===== config.mk =====
export PLATFORM = sky130hd
export DESIGN_NAME = vrst_cordic
export DESIGN_NICKNAME = d
export VERILOG_FILES = /design/src/hdl/vrst_pkg.sv /design/src/hdl/vrst_cordic.sv
export SDC_FILE = /design/constraint.sdc
export NUM_CORES = 1
export LEC_CHECK = 0
export BUFFER_PORTS_ARGS = -buffer_cell sky130_fd_sc_hd__buf_2
export CORE_ASPECT_RATIO = 1.75
export CORE_MARGIN = 4
export CORE_UTILIZATION = 40
export CTS_CLUSTER_SIZE = 28
export DETAILED_ROUTE_END_ITERATION = 8
export GPL_ROUTABILITY_DRIVEN = 0
export PLACE_DENSITY_LB_ADDON = 0.12
export SKIP_CTS_REPAIR_TIMING = 1
export SYNTH_ARGS = -nofsm -noshare
export SYNTH_HDL_FRONTEND = slang
export SYNTH_SLANG_ARGS = --single-unit

===== constraint.sdc =====
create_clock -name clk -period 12.9 [get_ports clk]
set_clock_uncertainty 0.2 [all_clocks]
set_input_delay 0.645 -clock clk [delete_from_list [all_inputs] [get_ports clk]]
set_output_delay 0.645 -clock clk [all_outputs]
set_load 0.03 [all_outputs]

===== src/hdl/vrst_pkg.sv =====
// package for the vertex rotate/scale/translate block
// types, constants and the cordic arctangent table; no dependencies
package vrst_pkg;

    localparam int CORDIC_STEPS_DEF = 16;
    localparam int TABLE_LEN = 24;
    localparam int CFG_IDX_W = 3;
    localparam int CFG_DATA_W = 32;

    localparam logic [CFG_IDX_W-1:0] REG_ANGLE   = 3'd0;
    localparam logic [CFG_IDX_W-1:0] REG_SCALE_X = 3'd1;
    localparam logic [CFG_IDX_W-1:0] REG_SCALE_Y = 3'd2;
    localparam logic [CFG_IDX_W-1:0] REG_SCALE_Z = 3'd3;
    localparam logic [CFG_IDX_W-1:0] REG_SHIFT_X = 3'd4;
    localparam logic [CFG_IDX_W-1:0] REG_SHIFT_Y = 3'd5;
    localparam logic [CFG_IDX_W-1:0] REG_SHIFT_Z = 3'd6;

    localparam logic signed [16:0] FULL_TURN    = 17'sd46080;
    localparam logic signed [17:0] HALF_TURN    = 18'sd23040;
    localparam logic signed [17:0] QUARTER_TURN = 18'sd11520;
    localparam logic signed [33:0] CORDIC_GAIN  = 34'sd652032875;

    typedef struct packed {
        logic signed [31:0] pos_x;
        logic signed [31:0] pos_y;
        logic signed [31:0] pos_z;
        logic               first_of_solid;
    } vertex_t;

    typedef struct packed {
        logic signed [31:0] out_x;
        logic signed [31:0] out_y;
        logic signed [31:0] out_z;
        logic signed [31:0] box_min_x;
        logic signed [31:0] box_max_x;
        logic signed [31:0] box_min_y;
        logic signed [31:0] box_max_y;
    } result_t;

    typedef struct packed {
        logic [CFG_IDX_W-1:0]  index;
        logic [CFG_DATA_W-1:0] data;
    } cfg_t;

    // atan(2^-i) in degrees, Q.16
    function automatic logic [21:0] atan_entry(input logic [4:0] i);
        logic [21:0] v;
        begin
            case (i)
                5'd0:  v = 22'd2949120;
                5'd1:  v = 22'd1740967;
                5'd2:  v = 22'd919879;
                5'd3:  v = 22'd466945;
                5'd4:  v = 22'd234379;
                5'd5:  v = 22'd117304;
                5'd6:  v = 22'd58666;
                5'd7:  v = 22'd29335;
                5'd8:  v = 22'd14668;
                5'd9:  v = 22'd7334;
                5'd10: v = 22'd3667;
                5'd11: v = 22'd1833;
                5'd12: v = 22'd917;
                5'd13: v = 22'd458;
                5'd14: v = 22'd229;
                5'd15: v = 22'd115;
                5'd16: v = 22'd57;
                5'd17: v = 22'd29;
                5'd18: v = 22'd14;
                5'd19: v = 22'd7;
                5'd20: v = 22'd4;
                5'd21: v = 22'd2;
                5'd22: v = 22'd1;
                default: v = 22'd0;
            endcase
            return v;
        end
    endfunction

endpackage


===== src/hdl/vrst_cordic.sv =====
// iterative cordic: angle in degrees (7 fractional bits) to cos and sin in Q1.16
// depends on vrst_pkg
module vrst_cordic #(
    parameter int CORDIC_STEPS = vrst_pkg::CORDIC_STEPS_DEF
) (
    input  logic                clk,
    input  logic                rst_n,
    input  logic                start,
    input  logic signed [16:0]  angle,
    output logic                busy,
    output logic signed [17:0]  cos_out,
    output logic signed [17:0]  sin_out
);
    import vrst_pkg::*;

    localparam int NSTEPS = (CORDIC_STEPS < TABLE_LEN) ? CORDIC_STEPS : TABLE_LEN;

    typedef enum logic [1:0] { C_IDLE, C_REDUCE, C_ITER, C_FINISH } cstate_t;

    cstate_t            state_reg;
    logic [4:0]         step_reg;
    logic signed [33:0] x_reg, y_reg;
    logic signed [25:0] z_reg;
    logic signed [17:0] r_reg;
    logic               neg_reg;
    logic signed [17:0] cos_reg, sin_reg;

    // reduction into [-180,180) then folding beyond +-90
    logic signed [17:0] r0, r1, r2;
    logic               fold;
    always_comb
    begin
        r0 = 18'(angle);
        if (r0 < 0)
            r0 = r0 + 18'(FULL_TURN);
        r1 = (r0 >= HALF_TURN) ? r0 - 18'(FULL_TURN) : r0;
        fold = 1'b0;
        r2 = r1;
        if (r1 > QUARTER_TURN)
        begin
            r2 = r1 - HALF_TURN;
            fold = 1'b1;
        end
        else if (r1 < -QUARTER_TURN)
        begin
            r2 = r1 + HALF_TURN;
            fold = 1'b1;
        end
    end

    // one micro-rotation
    logic signed [33:0] dx, dy, xs, ys;
    logic signed [25:0] at;
    always_comb
    begin
        dx = y_reg >>> step_reg;
        dy = x_reg >>> step_reg;
        at = 26'(signed'({1'b0, atan_entry(step_reg)}));
        xs = (z_reg >= 0) ? x_reg - dx : x_reg + dx;
        ys = (z_reg >= 0) ? y_reg + dy : y_reg - dy;
    end

    // rounding to Q1.16 with clamp
    function automatic logic signed [17:0] to_unit(input logic signed [33:0] v);
        logic signed [34:0] t;
        begin
            t = (35'(v) + 35'sd8192) >>> 14;
            if (t > 35'sd65536)
                t = 35'sd65536;
            else if (t < -35'sd65536)
                t = -35'sd65536;
            return t[17:0];
        end
    endfunction

    always_ff @(posedge clk or negedge rst_n)
    begin
        if (!rst_n)
        begin
            state_reg <= C_IDLE;
            step_reg  <= '0;
            x_reg     <= '0;
            y_reg     <= '0;
            z_reg     <= '0;
            r_reg     <= '0;
            cos_reg   <= 18'sd65536;
            sin_reg   <= '0;
            neg_reg   <= 1'b0;
        end
        else
        begin
            case (state_reg)
                C_IDLE:
                begin
                    if (start)
                    begin
                        r_reg     <= r2;
                        neg_reg   <= fold;
                        state_reg <= C_REDUCE;
                    end
                end
                C_REDUCE:
                begin
                    x_reg     <= CORDIC_GAIN;
                    y_reg     <= '0;
                    z_reg     <= 26'(r_reg) <<< 9;
                    step_reg  <= '0;
                    state_reg <= C_ITER;
                end
                C_ITER:
                begin
                    x_reg <= xs;
                    y_reg <= ys;
                    z_reg <= (z_reg >= 0) ? z_reg - at : z_reg + at;
                    step_reg <= step_reg + 5'd1;
                    if (step_reg == 5'(NSTEPS - 1))
                        state_reg <= C_FINISH;
                end
                C_FINISH:
                begin
                    cos_reg   <= neg_reg ? -to_unit(x_reg) : to_unit(x_reg);
                    sin_reg   <= neg_reg ? -to_unit(y_reg) : to_unit(y_reg);
                    state_reg <= C_IDLE;
                end
                default: state_reg <= C_IDLE;
            endcase
        end
    end

    assign busy    = (state_reg != C_IDLE);
    assign cos_out = cos_reg;
    assign sin_out = sin_reg;
endmodule


[Word-level counts from Yosys, hierarchy flattened]
Memory sizes are Yosys's and may differ from the RTL's.
Index checks and enable logic that the tools add are counted.
Word-level totals
  bits in registers: 155
  memory bits (read-only): 704
  input bits: 20
  output and inout bits: 37
  memories: 1
Memory list
  (name not given): words 32, width 22, rd ports 1, clocked after Yosys merged registers in 0, write ports 0, line vrst_pkg.sv:49  | case (i)
Operators by class
  add/subtract/negate cells: 15
  $lt $le $gt $ge: 9
  eq/ne operators: 6
  shift-type cells: 2
  mux-type cells: 24
  reductions and logical operators: 5
Operators by type and width (number)
  2-to-1 mux 18 bit: 10
  case mux 34 bit (2 select lines): 2
  adder 34 x 15 -> 35 bit, second input constant: 2
  adder 34 bit: 2
  2-to-1 mux 34 bit: 2
  >>> shifter 34 x 5 -> 34 bit: 2
  subtractor 34 bit: 2
  case mux 26 bit (2 select lines): 1
  > comparator 21 x 18 -> 1 bit, second input constant: 2
  < comparator 21 x 17 -> 1 bit, second input constant: 2
  negator 18 bit: 2
  2-to-1 mux 17 bit: 2
  adder 26 x 23 -> 26 bit: 1
  >= comparator 26 x 1 -> 1 bit, second input constant: 1
  2-to-1 mux 26 bit: 1
  subtractor 26 x 23 -> 26 bit: 1
  adder 17 x 17 -> 18 bit, second input constant: 1
  >= comparator 18 x 16 -> 1 bit, second input constant: 1
  > comparator 18 x 15 -> 1 bit, second input constant: 1
  < comparator 18 x 15 -> 1 bit, second input constant: 1
  subtractor 18 x 17 -> 18 bit, second input constant: 1
  adder 17 x 16 -> 17 bit, second input constant: 1
  < comparator 17 x 1 -> 1 bit, second input constant: 1
  subtractor 17 x 16 -> 17 bit, second input constant: 1
  12 further kinds: 18

[Depth between registers and ports, before layout]
  word-level depth: 7
  mapped depth: 32
  gate-level depth less buffers: 25

[Least setup slack after synthesis]
Ideal clock, no wire load.
  kind: flip-flop to flip-flop
  start point: reg step_reg[0]
  end point: reg z_reg[24]
  data arrival time: 6.325 ns
  data required time: 12.574 ns
  path slack: 6.249 ns
  stages on the path, launching flop included: 33
  path through: dfrtp_1 -> buf_6 -> buf_6 -> buf_4 -> buf_4 -> buf_2 -> buf_2 -> buf_4 -> inv_1 -> ha_1 -> nor2b_1 -> a31oi_1 -> nor2_1 -> a21o_1 -> inv_1 -> ha_1 -> nand2_1 -> nor3_1 -> o311ai_0 -> or3_1 -> nand2_1 -> xor2_1 -> ha_1 -> nand3_1 -> nor2_1 -> nand2_1 -> o21ai_0 -> a211oi_1 -> nor3_1 -> a2111oi_0 -> o21ai_0 -> xnor2_1 -> a221o_1
On the way
  longest elaborated chain between the ends: 4
Ends and longest elaborated chain
  start, declared: line vrst_cordic.sv:21  | logic [4:0] step_reg;
  start signal, assigned: line vrst_cordic.sv:115  | step_reg <= step_reg + 5'd1;
  memory read (32 x 22 bit) *
  adder 26 x 23 -> 26 bit or subtractor 26 x 23 -> 26 bit (tied branches): line vrst_cordic.sv:114  | z_reg <= (z_reg >= 0) ? z_reg - at : z_reg + at;
  2-to-1 mux 26 bit *: line vrst_cordic.sv:114
  case mux 26 bit (2 select lines) *: line vrst_cordic.sv:92  | case (state_reg)
  end signal, assigned: line vrst_cordic.sv:106  | z_reg <= 26'(r_reg) <<< 9;
  end signal, assigned: line vrst_cordic.sv:114
  end, declared: line vrst_cordic.sv:23  | logic signed [25:0] z_reg;
Every way passes the cells marked *; elsewhere a longest branch is shown, timed or not.
A chain may end at the register's enable or synchronous reset.

[Worst setup path in the final report]
Same ends and word-level chain as after synthesis.

==> impl_metrics.json <==
{
  "dieArea_um2": 53540,
  "fin_setup_tns_ps": 0,
  "antenna_found_initial": 0,
  "r2r-start": "step_reg[0]",
  "cts_root_buffer": "clkbuf_16",
  "n_antenna_cell": 0,
  "die_h_um": 303.1,
  "hold_depth": 2,
  "syn_avg_cell_area_um2": 8.112,
  "grt_usage_pct": 27.06,
  "yosysSeqAreaShare_pct": 19.49,
  "die_w_um": 176.6,
  "relSlewSlack_pct": 27.10,
  "firstDrtPassIters": 6,
  "gr-usage-met1_pct": 27.29,
  "hold_start": "angle[0]",
  "clk-insertion-delay-late_ps": 480,
  "endpoint_kind": "flop",
  "detail_route.wl_per_cell_um": 24.06,
  "period_share_pct": 63.22,
  "synth_edf_count": 0,
  "grt_pass1_wl_mm": 112.3,
  "peakVddDrop_v": 0.0001763,
  "ios": 57,
  "drive_above_1_share_pct": 12.34,
  "synthCells": 2454,
  "areaGrowthSynthToFinish_pct": 6.184,
  "grt_max_degree": 77,
  "cts_tree": "yes",
  "rsz0062_at_grt": "false",
  "synth_area_leaders": "dfrtp_1 (19%), mux4_2 (8.1%), ha_1 (7.3%)",
  "critPathRequiredTime_ps": 13060,
  "io_buffers": 56,
  "cp_cell_sequence": "buf_4 > inv_1 > ha_1 > mux4_2 > nor2_1 > a31oi_1 > ha_1 > nand2_1 > nor3_1 > o311ai_0 > or3_1 > nand2_1 > xor2_1 > ha_1 > nand3_1 > nor2_1 > nand2_1 > o21ai_0 > a211oi_1 > nor3_1 > a2111oi_0 > o21ai_0 > xnor2_1 > a221o_1",
  "synth-async-reset-ratio_pct": 100.0,
  "synth-seq-cells": 155,
  "grt_pass1_vias": 19479,
  "holdWs_ps": 218.6,
  "start_kind": "flop",
  "drtIter0Drc": 1595,
  "setup_violations": 0,
  "top_usage_layer": "met2",
  "slew_violations": 0,
  "min_path_type": "in -> reg",
  "core_um2": 49000,
  "leakage_nw": 8.618,
  "netlist.area_leader.share_pct": 19.36,
  "grt_overflow": 0,
  "fin_nets": 2525,
  "cp_data_arrival_time_ps": 8320,
  "fin_crit_ps": 8155,
  "start_util_pct": 40.63,
  "cts_buffers": 17,
  "worst-path-buf-inv": 2,
  "cp_max_fo": 70,
  "ff2ff_setup_slack_ps": 4740,
  "crit_cells": 24,
  "status": "finished, final reports clean",
  "holdPathEnd": "r_reg[0]",
  "dpl.hpwl_mm": 54.69,
  "powerDensity_nw_per_um2": 332.9,
  "r2r_end": "z_reg[24]",
  "critical-path-top-delay-family": "compound AO/OA/AOI/OAI gates",
  "fmax_mhz": 122.6,
  "rr_worst_depth": 24,
  "path_clk_slew_ps": 70,
  "tightest_slew_ps": 1066,
  "cts.sinks": 155,
  "syn_nets": 2593,
  "critPathSlowestCell": "a2111oi_0",
  "timing_worst_setup_path_type": "reg -> reg",
  "drc": 0,
  "yosys_warnings": 0,
  "finalWirelength_mm": 73.44,
  "ys.flop_type": "dfrtp_1",
  "hold_viol": 0,
  "max-cap-violations": 0,
  "syn_area_um2": 19910,
  "h-tree-depth": 4,
  "synth_cell_types": 91,
  "slowest_delay_ps": 940,
  "vias": 19398,
  "yosysTopAreaCell": "dfrtp_1",
  "cts_buffer_depth": 2,
  "use_met3_pct": 4.077,
  "core.rowCount": 107,
  "postRouteAntennaNets": 0,
  "met2_usage_pct": 49.74,
  "vias_per_cell": 6.354
}
==> kinds of logic after synthesis <==
family | count (synthesis) | share of synthesized area [%]
AOI/OAI and AO/OA | 766 | 25.41
xor gates and xnor gates | 218 | 9.629
adders and majority gates | 119 | 7.592
buffers and inverters | 271 | 5.550
DFF | 155 | 19.49
muxes | 173 | 13.71
and+or+nand+nor | 752 | 18.62
==> worst register-to-register path, delay by kind of cell, from the launching register on <==
kind	cells	cell delay, ps
compound gates	7	2720
xor+xnor	2	390
fa+ha+maj	3	1130
buf+inv	2	1170
flops	1	730
mux	1	270
simple gates	9	1450
==> cell usage after synthesis, drive strengths merged (33+ instances only) <==
master  number
nand2      205
nor2       189
o21ai      178
a21oi      176
dfrtp      154
xnor2      138
clkbuf     120
ha         116
inv        101
xor2        80
mux4        73
nand3       73
a21o        57
mux2        51
buf         49
mux2i       49
o22ai       41
nor3        39
nand2b      37
a22o        36
a31oi       33
==> cell type report <==
| cell class | count | area, µm² |
|---|---|---|
| Multi-Input combinational cell | 2028 | 14950 |
| Timing Repair Buffer | 82 | 484.2 |
| Tap cell | 654 | 818.3 |
| Clock buffer | 19 | 442.9 |
| Sequential cell | 155 | 3892 |
| Inverter | 102 | 382.9 |
| Fill cell | 4952 | 27860 |
| Clock inverter | 13 | 166.4 |
==> worst max path at each step <==
| stage | startpoint | to | slack, ps |
|---|---|---|---|
| 6_report | step_reg[0] | z_reg[24] | 4740 |
| 4_1_cts | step_reg[0] | z_reg[24] | 4750 |
| 3_3_place_gp | step_reg[0] | z_reg[24] | 4740 |
| 2_1_floorplan | step_reg[0] | z_reg[24] | 6250 |
| 5_1_grt | step_reg[0] | z_reg[24] | 4200 |
| 3_5_place_dp | step_reg[0] | z_reg[24] | 4790 |
==> layer usage <==
metal  part of all wire (%)  wire length (µm)
met5                      0                 0
met4                    8.4              6165
met3                    5.3              3889
met2                     52             38160
met1                     34             25220
==> cell usage in the layout (no fill, tap or decap), types with 16 or more instances in the layout <==
cell type    n
xnor2_1    137
clkbuf_16   17
mux2i_1     48
mux2_2      50
nand3_1     73
nor2_1     189
a211oi_1    20
nor2b_1     27
nand2_1    205
a21oi_1    176
o31ai_1     19
o21a_1      16
a21o_1      57
ha_1       113
a31oi_1     33
o21ai_0    178
o22ai_1     41
nor3_1      38
dfrtp_1    148
inv_1       97
nand2b_1    37
buf_4       25
xor2_1      80
and3_1      21
or3_1       16
buf_2       55
or2_2       21
a22o_1      36
mux4_2      72
nand4_1     26
and2_1      25
==> stage by stage <==
stage	total power [mW]	util (%)	setup slack, ps	cells	area [µm²]
3_3_place_gp	6.329	41.88	4743	3020	20520
5_1_grt	7.616	43.14	4203	3053	21140
2_1_floorplan	5.066	-	6249	2454	19910
3_5_place_dp	6.384	41.88	4785	3020	20520
4_1_cts	6.978	43.12	4751	3052	21130
6_report	7.038	43.14	4745	3053	21140
==> where the power goes <==
part / total (mW) / internal, mW / switching, mW
registers: 0.942 / 0.671 / 0.272
clock network: 0.551 / 0.311 / 0.240
logic: 5.54 / 2.25 / 3.29
total: 7.04 / 3.23 / 3.80
Power figures use the tool's default switching activity.
